<file path="config.mk">
export PLATFORM = sky130hd
export DESIGN_NAME = sha256_compression_engine
export DESIGN_NICKNAME = d
export VERILOG_FILES = /design/src/rtl/sha256_pkg.sv /design/src/rtl/sha256_front.sv /design/src/rtl/sha256_core.sv /design/src/rtl/sha256_compression_engine.sv
export SDC_FILE = /design/constraint.sdc
export NUM_CORES = 2
export LEC_CHECK = 0
export ABC_AREA = 1
export BUFFER_PORTS_ARGS = -buffer_cell sky130_fd_sc_hd__buf_2
export CAP_MARGIN = 20
export CORE_MARGIN = 4
export CORE_UTILIZATION = 40
export DETAILED_ROUTE_END_ITERATION = 10
export GPL_TIMING_DRIVEN = 0
export REMOVE_ABC_BUFFERS = 1
export SYNTH_ARGS = -nofsm -noshare
export SYNTH_HDL_FRONTEND = slang
export SYNTH_SLANG_ARGS = --single-unit
export TNS_END_PERCENT = 10
</file>
<file path="constraint.sdc">
create_clock -name clk -period 28.1 [get_ports clk]
set_input_delay 2.81 -clock clk [delete_from_list [all_inputs] [get_ports clk]]
set_output_delay 2.81 -clock clk [all_outputs]
set_load 0.05 [all_outputs]
</file>
<file path="src/rtl/sha256_pkg.sv">
package sha256_pkg;

    typedef struct packed {
        logic [31:0] message_word;
        logic        start_message;
        logic        final_block;
    } in_item_t;

    typedef struct packed {
        logic [31:0] digest_word;
        logic [2:0]  digest_index;
        logic        last_word;
    } out_item_t;

    // One complete block handed from the front to the back.
    typedef struct packed {
        logic [15:0][31:0] words;
        logic              restart;
        logic              final_flag;
    } blk_t;

    typedef enum logic [1:0] {
        ST_IDLE,
        ST_ROUND,
        ST_ADD,
        ST_EMIT
    } core_state_t;

    localparam logic [7:0][31:0] INIT_HASH = {
        32'h5be0cd19, 32'h1f83d9ab, 32'h9b05688c, 32'h510e527f,
        32'ha54ff53a, 32'h3c6ef372, 32'hbb67ae85, 32'h6a09e667
    };

    function automatic logic [31:0] round_k(input logic [5:0] idx);
        logic [31:0] k;
        unique case (idx)
            6'd0:  k = 32'h428a2f98; 6'd1:  k = 32'h71374491;
            6'd2:  k = 32'hb5c0fbcf; 6'd3:  k = 32'he9b5dba5;
            6'd4:  k = 32'h3956c25b; 6'd5:  k = 32'h59f111f1;
            6'd6:  k = 32'h923f82a4; 6'd7:  k = 32'hab1c5ed5;
            6'd8:  k = 32'hd807aa98; 6'd9:  k = 32'h12835b01;
            6'd10: k = 32'h243185be; 6'd11: k = 32'h550c7dc3;
            6'd12: k = 32'h72be5d74; 6'd13: k = 32'h80deb1fe;
            6'd14: k = 32'h9bdc06a7; 6'd15: k = 32'hc19bf174;
            6'd16: k = 32'he49b69c1; 6'd17: k = 32'hefbe4786;
            6'd18: k = 32'h0fc19dc6; 6'd19: k = 32'h240ca1cc;
            6'd20: k = 32'h2de92c6f; 6'd21: k = 32'h4a7484aa;
            6'd22: k = 32'h5cb0a9dc; 6'd23: k = 32'h76f988da;
            6'd24: k = 32'h983e5152; 6'd25: k = 32'ha831c66d;
            6'd26: k = 32'hb00327c8; 6'd27: k = 32'hbf597fc7;
            6'd28: k = 32'hc6e00bf3; 6'd29: k = 32'hd5a79147;
            6'd30: k = 32'h06ca6351; 6'd31: k = 32'h14292967;
            6'd32: k = 32'h27b70a85; 6'd33: k = 32'h2e1b2138;
            6'd34: k = 32'h4d2c6dfc; 6'd35: k = 32'h53380d13;
            6'd36: k = 32'h650a7354; 6'd37: k = 32'h766a0abb;
            6'd38: k = 32'h81c2c92e; 6'd39: k = 32'h92722c85;
            6'd40: k = 32'ha2bfe8a1; 6'd41: k = 32'ha81a664b;
            6'd42: k = 32'hc24b8b70; 6'd43: k = 32'hc76c51a3;
            6'd44: k = 32'hd192e819; 6'd45: k = 32'hd6990624;
            6'd46: k = 32'hf40e3585; 6'd47: k = 32'h106aa070;
            6'd48: k = 32'h19a4c116; 6'd49: k = 32'h1e376c08;
            6'd50: k = 32'h2748774c; 6'd51: k = 32'h34b0bcb5;
            6'd52: k = 32'h391c0cb3; 6'd53: k = 32'h4ed8aa4a;
            6'd54: k = 32'h5b9cca4f; 6'd55: k = 32'h682e6ff3;
            6'd56: k = 32'h748f82ee; 6'd57: k = 32'h78a5636f;
            6'd58: k = 32'h84c87814; 6'd59: k = 32'h8cc70208;
            6'd60: k = 32'h90befffa; 6'd61: k = 32'ha4506ceb;
            6'd62: k = 32'hbef9a3f7; 6'd63: k = 32'hc67178f2;
            default: k = 32'h0;
        endcase
        return k;
    endfunction

    function automatic logic [31:0] rotr(input logic [31:0] v, input int n);
        return (v >> n) | (v << (32 - n));
    endfunction

endpackage

</file>
<file path="src/rtl/sha256_front.sv">
module sha256_front (
    input  logic                 clk,
    input  logic                 rst_n,
    input  logic                 in_valid,
    output logic                 in_ready,
    input  sha256_pkg::in_item_t in_data,
    output logic                 blk_valid,
    input  logic                 blk_ready,
    output sha256_pkg::blk_t     blk_data
);
    import sha256_pkg::*;

    logic [15:0][31:0] win_reg;
    logic [3:0]        count_reg;
    logic              restart_reg;
    logic              final_reg;
    logic              full_reg;
    logic [3:0]        slot;
    logic              take;

    // Stall every input word while a completed block waits in the hand-off slot.
    assign take     = in_valid && in_ready;
    assign in_ready = !full_reg;
    assign slot     = in_data.start_message ? 4'd0 : count_reg;

    always_ff @(posedge clk)
    begin
        if (take)
        begin
            win_reg[slot] <= in_data.message_word;
        end
    end

    always_ff @(posedge clk or negedge rst_n)
    begin
        if (!rst_n)
        begin
            count_reg   <= '0;
            restart_reg <= 1'b0;
            final_reg   <= 1'b0;
            full_reg    <= 1'b0;
        end
        else
        begin
            if (full_reg && blk_ready)
            begin
                full_reg    <= 1'b0;
                restart_reg <= 1'b0;
                final_reg   <= 1'b0;
            end
            if (take)
            begin
                count_reg <= slot + 4'd1;
                if (in_data.start_message)
                begin
                    restart_reg <= 1'b1;
                    final_reg   <= in_data.final_block;
                end
                else
                begin
                    final_reg <= final_reg | in_data.final_block;
                end
                if (slot == 4'd15)
                begin
                    full_reg <= 1'b1;
                end
            end
        end
    end

    assign blk_valid           = full_reg;
    assign blk_data.words      = win_reg;
    assign blk_data.restart    = restart_reg;
    assign blk_data.final_flag = final_reg;

    assert property (@(posedge clk) disable iff (!rst_n)
        take && slot == 4'd15 |=> blk_valid)
        else $error("completed block not handed off");
    assert property (@(posedge clk) disable iff (!rst_n)
        full_reg && !blk_ready |=> $stable(win_reg))
        else $error("window changed while held");
    assert property (@(posedge clk) disable iff (!rst_n)
        take && slot != 4'd15 |=> count_reg == $past(slot) + 4'd1)
        else $error("word count slip");
endmodule

</file>
<file path="src/rtl/sha256_core.sv">
module sha256_core (
    input  logic                  clk,
    input  logic                  rst_n,
    input  logic                  blk_valid,
    output logic                  blk_ready,
    input  sha256_pkg::blk_t      blk_data,
    output logic                  out_valid,
    input  logic                  out_ready,
    output sha256_pkg::out_item_t out_data
);
    import sha256_pkg::*;

    core_state_t       state_reg, state_next;
    logic [7:0][31:0]  chain_reg;
    logic [7:0][31:0]  v_reg;
    logic [15:0][31:0] w_reg;
    logic [5:0]        rnd_reg;
    logic [2:0]        idx_reg;
    logic              final_reg;
    logic [7:0][31:0]  base;
    logic [31:0]       s0, s1, wnew, t1, t2, ch, maj;
    logic              load;

    // Take a block only when idle; restart uses the initial hash as base.
    assign blk_ready = (state_reg == ST_IDLE);
    assign load      = blk_valid && blk_ready;
    assign base      = blk_data.restart ? INIT_HASH : chain_reg;

    assign s0   = rotr(w_reg[1], 7) ^ rotr(w_reg[1], 18) ^ (w_reg[1] >> 3);
    assign s1   = rotr(w_reg[14], 17) ^ rotr(w_reg[14], 19) ^ (w_reg[14] >> 10);
    assign wnew = w_reg[0] + s0 + w_reg[9] + s1;
    assign ch   = (v_reg[4] & v_reg[5]) ^ (~v_reg[4] & v_reg[6]);
    assign maj  = (v_reg[0] & v_reg[1]) ^ (v_reg[0] & v_reg[2]) ^ (v_reg[1] & v_reg[2]);
    assign t1   = v_reg[7] + (rotr(v_reg[4], 6) ^ rotr(v_reg[4], 11) ^ rotr(v_reg[4], 25))
                + ch + round_k(rnd_reg) + w_reg[0];
    assign t2   = (rotr(v_reg[0], 2) ^ rotr(v_reg[0], 13) ^ rotr(v_reg[0], 22)) + maj;

    always_comb
    begin
        state_next = state_reg;
        unique case (state_reg)
            ST_IDLE:  if (load) state_next = ST_ROUND;
            ST_ROUND: if (rnd_reg == 6'd63) state_next = ST_ADD;
            ST_ADD:   state_next = final_reg ? ST_EMIT : ST_IDLE;
            ST_EMIT:  if (out_ready && idx_reg == 3'd7) state_next = ST_IDLE;
            default:  state_next = ST_IDLE;
        endcase
    end

    always_comb
    begin
        out_valid             = (state_reg == ST_EMIT);
        out_data.digest_word  = chain_reg[idx_reg];
        out_data.digest_index = idx_reg;
        out_data.last_word    = (idx_reg == 3'd7);
    end

    always_ff @(posedge clk)
    begin
        if (load)
        begin
            w_reg <= blk_data.words;
            v_reg <= base;
        end
        else if (state_reg == ST_ROUND)
        begin
            w_reg <= {wnew, w_reg[15:1]};
            v_reg <= {v_reg[6:4], v_reg[3] + t1, v_reg[2:0], t1 + t2};
        end
    end

    always_ff @(posedge clk or negedge rst_n)
    begin
        if (!rst_n)
        begin
            state_reg <= ST_IDLE;
            chain_reg <= INIT_HASH;
            rnd_reg   <= '0;
            idx_reg   <= '0;
            final_reg <= 1'b0;
        end
        else
        begin
            state_reg <= state_next;
            if (load)
            begin
                chain_reg <= base;
                final_reg <= blk_data.final_flag;
                rnd_reg   <= '0;
                idx_reg   <= '0;
            end
            if (state_reg == ST_ROUND)
            begin
                rnd_reg <= rnd_reg + 6'd1;
            end
            if (state_reg == ST_ADD)
            begin
                for (int i = 0; i < 8; i++)
                begin
                    chain_reg[i] <= chain_reg[i] + v_reg[i];
                end
            end
            if (state_reg == ST_EMIT && out_ready)
            begin
                idx_reg <= idx_reg + 3'd1;
            end
        end
    end

    assert property (@(posedge clk) disable iff (!rst_n)
        state_reg == ST_ROUND && rnd_reg == 6'd63 |=> state_reg == ST_ADD)
        else $error("round count overrun");
    assert property (@(posedge clk) disable iff (!rst_n)
        out_valid && !out_ready |=> $stable(chain_reg) && $stable(idx_reg))
        else $error("digest changed under stall");
    assert property (@(posedge clk) disable iff (!rst_n)
        state_reg == ST_ADD && !final_reg |=> state_reg == ST_IDLE)
        else $error("non-final block emitted");
endmodule

</file>
<file path="src/rtl/sha256_compression_engine.sv">
// SHA-256 compression engine.
// Input channel (in_valid/in_ready/in_data): padded message words, sixteen
// per 512-bit block, most significant word first. start_message on a word
// drops any partial block and reloads the initial hash; final_block on any
// word of a block marks that block as the message's last.
// Output channel (out_valid/out_ready/out_data): after a final block, eight
// digest words, index 0 first, last_word set on index 7.
// Structure: a front collects one block in a window that doubles as a
// one-deep hand-off slot; the back runs one round per cycle. The front keeps
// taking all sixteen words of the next block while the back works.
// Each block passes through a load, 64 rounds and one add in the back end,
// whose single round unit sets the sustained rate.
// After the back end takes a final block and runs its rounds and add, the
// digest follows, one word per cycle while out_ready is high. A stalled
// receiver holds the back end; the front then fills its hand-off slot with
// the next block and stalls at the first word after it.
// Reset puts the chain at the initial hash values and empties both parts.
module sha256_compression_engine (
    input  logic                  clk,
    input  logic                  rst_n,
    input  logic                  in_valid,
    output logic                  in_ready,
    input  sha256_pkg::in_item_t  in_data,
    output logic                  out_valid,
    input  logic                  out_ready,
    output sha256_pkg::out_item_t out_data
);
    import sha256_pkg::*;

    logic blk_valid;
    logic blk_ready;
    blk_t blk_data;

    sha256_front u_front (
        .clk       (clk),
        .rst_n     (rst_n),
        .in_valid  (in_valid),
        .in_ready  (in_ready),
        .in_data   (in_data),
        .blk_valid (blk_valid),
        .blk_ready (blk_ready),
        .blk_data  (blk_data)
    );

    sha256_core u_core (
        .clk       (clk),
        .rst_n     (rst_n),
        .blk_valid (blk_valid),
        .blk_ready (blk_ready),
        .blk_data  (blk_data),
        .out_valid (out_valid),
        .out_ready (out_ready),
        .out_data  (out_data)
    );

    assert property (@(posedge clk) disable iff (!rst_n)
        out_valid && !out_ready |=> out_valid && $stable(out_data))
        else $error("digest transfer dropped");
    assert property (@(posedge clk) disable iff (!rst_n)
        out_valid && out_ready && out_data.last_word |=> !out_valid)
        else $error("extra digest word");
    assert property (@(posedge clk) disable iff (!rst_n)
        out_valid |-> !blk_ready)
        else $error("block taken during digest");
endmodule
</file>
* After elaboration in Yosys (flattened, before gate mapping) *
Memories as Yosys holds them, arrays and structs flattened.
Cells that the tools add are included.

word-level totals
  ROM bits = 2048
  logic and storage cells = 161
  input bits = 38
  output and inout port bits = 38
  memories kept = 1
  flip-flop bits (word level) = 1555

memory list
  name             words  width  rd ports  clocked after Yosys merged registers in  write ports  line              text
  (no name shown)  64     32     1         0                                        0            sha256_pkg.sv:36  unique case (idx)

operators by class
  eq/ne operators = 9
  reduce and logical (&&, ||, !) cells = 12
  $add $sub $neg = 21
  mux-type cells = 31
  bitwise logic cells = 28
  order comparisons = 3

operator list
  kind                                     count
  2-to-1 mux 256 bit                       5
  2-to-1 mux 512 bit                       2
  adder 32 bit                             18
  bitwise mux 512 bit                      1
  XOR 32 bit                               9
  bitwise AND 32 bit                       5
  demux 32 bit (select 4 bit)              1
  binary-select mux 32 bit (select 3 bit)  1
  2-to-1 mux 32 bit                        2
  NOT 32 bit                               1
  OR 10 x 32 -> 32 bit                     1
  OR 13 x 32 -> 32 bit                     1
  OR 14 x 32 -> 32 bit                     1
  OR 15 x 32 -> 32 bit                     1
  OR 19 x 32 -> 32 bit                     1
  OR 21 x 32 -> 32 bit                     1
  OR 25 x 32 -> 32 bit                     1
  OR 26 x 32 -> 32 bit                     1
  OR 30 x 32 -> 32 bit                     1
  OR 7 x 32 -> 32 bit                      1
  XOR 32 x 22 -> 32 bit                    1
  XOR 32 x 29 -> 32 bit                    1
  2-to-1 mux 6 bit                         2
  2-to-1 mux 1 bit                         9
  other kinds (23)                         36

* Longest topological paths before layout *
  depth after elaboration = 10
  gate-level depth with buffers = 48
  mapped depth without buffers = 47

* Cells and area by module *
From an unflattened synthesis, not the netlist that was laid out.

unflattened totals
  cell total of the unflattened synthesis = 10674
  area total of the unflattened synthesis = 93962.6 um2

modules (own cells, without submodules)
  module        times used  cells an instance  area an instance (um2)  seq. area each (um2)
  sha256_core   1           10090              78111.2                 29938.7
  sha256_front  1           584                15851.5                 15549.9

* Worst setup path before layout *
Ideal clock, no wire load.

  path kind = register to register
  from = reg u_front.full_reg (netlist: u_front.blk_valid)
  to = reg u_core.rnd_reg[2]
  arrival = 16.534 ns
  slack = 10.770 ns
  setup time = 0.796 ns
  required time = 27.304 ns
  path buffers = 2
  period minus slack after synthesis = 17.330 ns
  stages on the path, launching flop included = 8
  path through = dfrtp_1 inv_1 nor2_4 buf_4 buf_2 nor2_1 inv_1 o21ai_0

on the way
  word-level cells in the longest chain between the ends = 2

RTL lines
  item                                 line                text
  from (decl)                          sha256_front.sv:17  logic full_reg;
  from (signal assigned)               sha256_front.sv:41  full_reg <= 1'b0;
  from (signal assigned)               sha256_front.sv:47  full_reg <= 1'b0;
  from (signal assigned)               sha256_front.sv:65  full_reg <= 1'b1;
  logical AND 1 bit                    sha256_core.sv:26   assign load = blk_valid && blk_ready;
  nonzero test 2 bit (no source line)  -
  to (signal assigned)                 sha256_core.sv:94   rnd_reg <= rnd_reg + 6'd1;
  to (decl)                            sha256_core.sv:17   logic [5:0] rnd_reg;

No other way between the ends.
A chain may end at the register's enable or synchronous reset.

* Final worst setup path *
  from = reg u_core.rnd_reg[2]
  to = reg u_core.v_reg[31] (netlist bit), data pin

on the way
  word-level cells in the longest chain between the ends = 6

RTL lines
  item                        line               text
  memory (64 x 32 bit)        -
  adder 32 bit (2 in series)  sha256_core.sv:35  + ch + round_k(rnd_reg) + w_reg[0];
  adder 32 bit                sha256_core.sv:68  v_reg <= {v_reg[6:4], v_reg[3] + t1, v_reg[2:0], t1 + t2};
  2-to-1 mux 256 bit          sha256_core.sv:65  else if (state_reg == ST_ROUND)
  2-to-1 mux 256 bit          sha256_core.sv:60  if (load)
  to (signal assigned)        sha256_core.sv:63  v_reg <= base;
  to (signal assigned)        sha256_core.sv:68
  to (decl)                   sha256_core.sv:15  logic [7:0][31:0] v_reg;

No other way between the ends. The select of a mux whose other input is x is not followed.

==> run metrics <==
I/O pin total=76; CTS clk-pin slew, worst paths=0.06 ns; met3 WL=30.5 mm; slowest stage delay, CP=0.97 ns; hold buffer count at cts=0; non-filler cells, final=14100; fmax=97.8 MHz; Critical Path Start Type=register; drt total wl=373 mm; flops & latches, synth=1555; # clock sinks=1555; async set or reset register ratio after synthesis=17.7%; routed vias=78800; Mean Syn Cell Area=8.71 µm²; Hold EP=u_core.final_reg$_DFFE_PN0P_; nets@finish=11400; max-slew violations=0; Post-Synthesis Cells=10900; Area Growth Syn to Fin=11.2%; leading cell type in the layout, fill and taps excluded=nand2_1; final global-route overflow total=0; Worst Min Path Start=u_core.final_reg$_DFFE_PN0P_; H-tree levels=4; count of yosys warnings during synthesis=0; Resize count post-CTS=0; wire length per cell=26.4 µm; # setup viols final=0; arrival time at the worst endpoint=10.79 ns; post-layout min period=10.22 ns; fin util=44.7%; Worst EP required=28.67 ns; layout cells sized above 1=6.44%; RSZ-0062 raised after global routing=false; CP max stage cell=dfrtp_2; Die X=494 µm; max_slew headroom=9.97%; RR Startpoint=u_core.rnd_reg[2]$_DFFE_PN0P_; Hold Violations, Final=0; hpwl dp=281 mm; die area=244000 µm²; initial antenna violation count=23; CP dominant cell by count=nand2_1; Inserted Clock Buffers=174; first-pass GRT wire length=534 mm; Post-CTS Setup Repair Bufs=0; worst clock skew=0.0948 ns; drt first pass iters=6; max-capacitance violation count=0; Clock Latency Late Sink=0.88 ns; Tot GR Track Use=29.9%; Port-buffer cells=75; GP Congestion=0.996; root buffer cell=clkbuf_16; CTS tree=done; DP Cell Count=13800; Top Layer Used=met5; number of remaining DRC errors=0; Critical R2R Capture=u_core.v_reg[31]$_DFFE_PP_; Slew @ Worst Pin=1.35 ns; sequential share of the synthesized area=48.1%; WL met1=156 mm; status=finished clean; Cell Rows=178; DRT antenna net count=0; Hold Crit Depth=2; flop2flop setup slack=17.88 ns; Setup crit end kind=register; Post-synth EDFFs=1280; Avg Vias per Cell=5.58; Core Region=235000 µm²; vias in the first global route=75600; die extent in y=494 µm; Main synth FF type=edfxtp_1; Netlist cell types=69; initial cell density of the core=40.2%; R2R depth=34; commonest cells after routing, fill and taps aside=nand2_1, edfxtp_1, inv_1; DRT iter0 DRCs=8474; setup_tns=0 ns; Cell Area, Synth=94500 µm²; CTS max path bufs=3; Tcrit/Tclk final=36.4%; worst hold path type=register to register; Crit Path Class=register to register; Critical Path Fanout Max=41; routed wl met2=167 mm; largest net degree at the start of global routing=163
-- kinds of logic after synthesis --
logic type | synth area share, %
AND/OR/NAND/NOR | 19.6
XOR/XNOR | 3.47
adder cells (fa/ha/maj) | 9.43
AO/OA/AOI/OAI | 12.8
flip-flops | 48.1
buffers and inverters | 6.56
-- area by class of cell --
class                           instances  area [µm²]
Clock inverter                        118        1280
Multi-Input combinational cell       7707       43000
Clock buffer                          209        4540
Fill cell                           22900      130000
Antenna cell                           10        25.0
Timing Repair Buffer                  171        2370
Inverter                             1188        4510
Sequential cell                      1555       45500
Tap cell                             3150        3940
-- layer usage --
metal | vias to the layer above | GRT usage, %
li1 | 36400 | -
met3 | 689 | 6.37
met1 | 38400 | 40.1
met5 | - | 0.391
met4 | 14 | 13.4
met2 | 3299 | 46.5
-- worst max path at each step --
stage                                          from                           endpoint  slack (ns)  cells past startpoint
floorplan               u_front.blk_valid$_DFF_PN0_        u_core.v_reg[130]$_DFFE_PP_        3.60                      7
global placement    u_core.state_reg[0]$_DFFE_PN0P_  u_core.chain_reg[157]$_DFFE_PN0P_      -36.68                      9
detailed placement    u_core.rnd_reg[1]$_DFFE_PN0P_         u_core.v_reg[31]$_DFFE_PP_       17.76                     38
CTS                   u_core.rnd_reg[1]$_DFFE_PN0P_         u_core.v_reg[31]$_DFFE_PP_       17.64                     38
global route          u_core.rnd_reg[1]$_DFFE_PN0P_         u_core.v_reg[31]$_DFFE_PP_       17.46                     34
finish                u_core.rnd_reg[2]$_DFFE_PN0P_         u_core.v_reg[31]$_DFFE_PP_       17.88                     34
-- stage by stage --
step / cell area, µm² / setup WS [ns] / hold slack (ns)
finish: 105000 / 17.88 / 0.472
global route: 105000 / 17.46 / 0.501
CTS: 105000 / 17.64 / 0.474
detailed placement: 99300 / 17.76 / 0.460
global placement: 97100 / -36.68 / 0.466
floorplan: 92800 / 3.60 / 0.442
-- critical path: cells and delay by family, from the launching register on --
family | cells | cell delay (ns)
AO/OA/AOI/OAI | 6 | 1.84
XOR/XNOR | 1 | 0.90
adder cells (fa/ha/maj) | 6 | 3.04
buffers and inverters | 4 | 0.64
flip-flops | 1 | 0.97
AND/OR/NAND/NOR | 17 | 2.47
-- cells in the mapped netlist (10+ instances only) --
cell type / n / area share [%]
a21boi_0: 20 / 0.16
a21o_1: 74 / 0.59
a21oi_1: 670 / 3.5
a221oi_1: 16 / 0.15
a22oi_1: 12 / 0.095
a31o_2: 15 / 0.14
a31oi_1: 92 / 0.61
buf_1: 26 / 0.10
buf_2: 143 / 0.76
clkbuf_1: 221 / 0.88
dfrtp_1: 139 / 3.7
dfstp_2: 136 / 3.8
edfxtp_1: 1280 / 41
fa_1: 195 / 4.1
ha_1: 399 / 5.3
inv_1: 1177 / 4.7
inv_2: 10 / 0.040
nand2_1: 3242 / 13
nand3_1: 486 / 2.6
nand3b_1: 28 / 0.22
nand4_1: 91 / 0.60
nor2_1: 639 / 2.5
nor3_1: 62 / 0.33
o211ai_1: 38 / 0.30
o21a_1: 34 / 0.27
o21ai_0: 829 / 4.4
o21ai_1: 54 / 0.29
o21ai_2: 26 / 0.24
o21bai_1: 71 / 0.56
o221ai_1: 39 / 0.36
o22ai_1: 57 / 0.38
o311ai_0: 10 / 0.093
o31ai_1: 11 / 0.087
or2_2: 17 / 0.11
xnor2_1: 167 / 1.5
xor2_1: 207 / 1.9
Power is left out: the tool's default activity adds up to more than one toggle a clock period on the data nets, which glitch-free logic cannot reach.
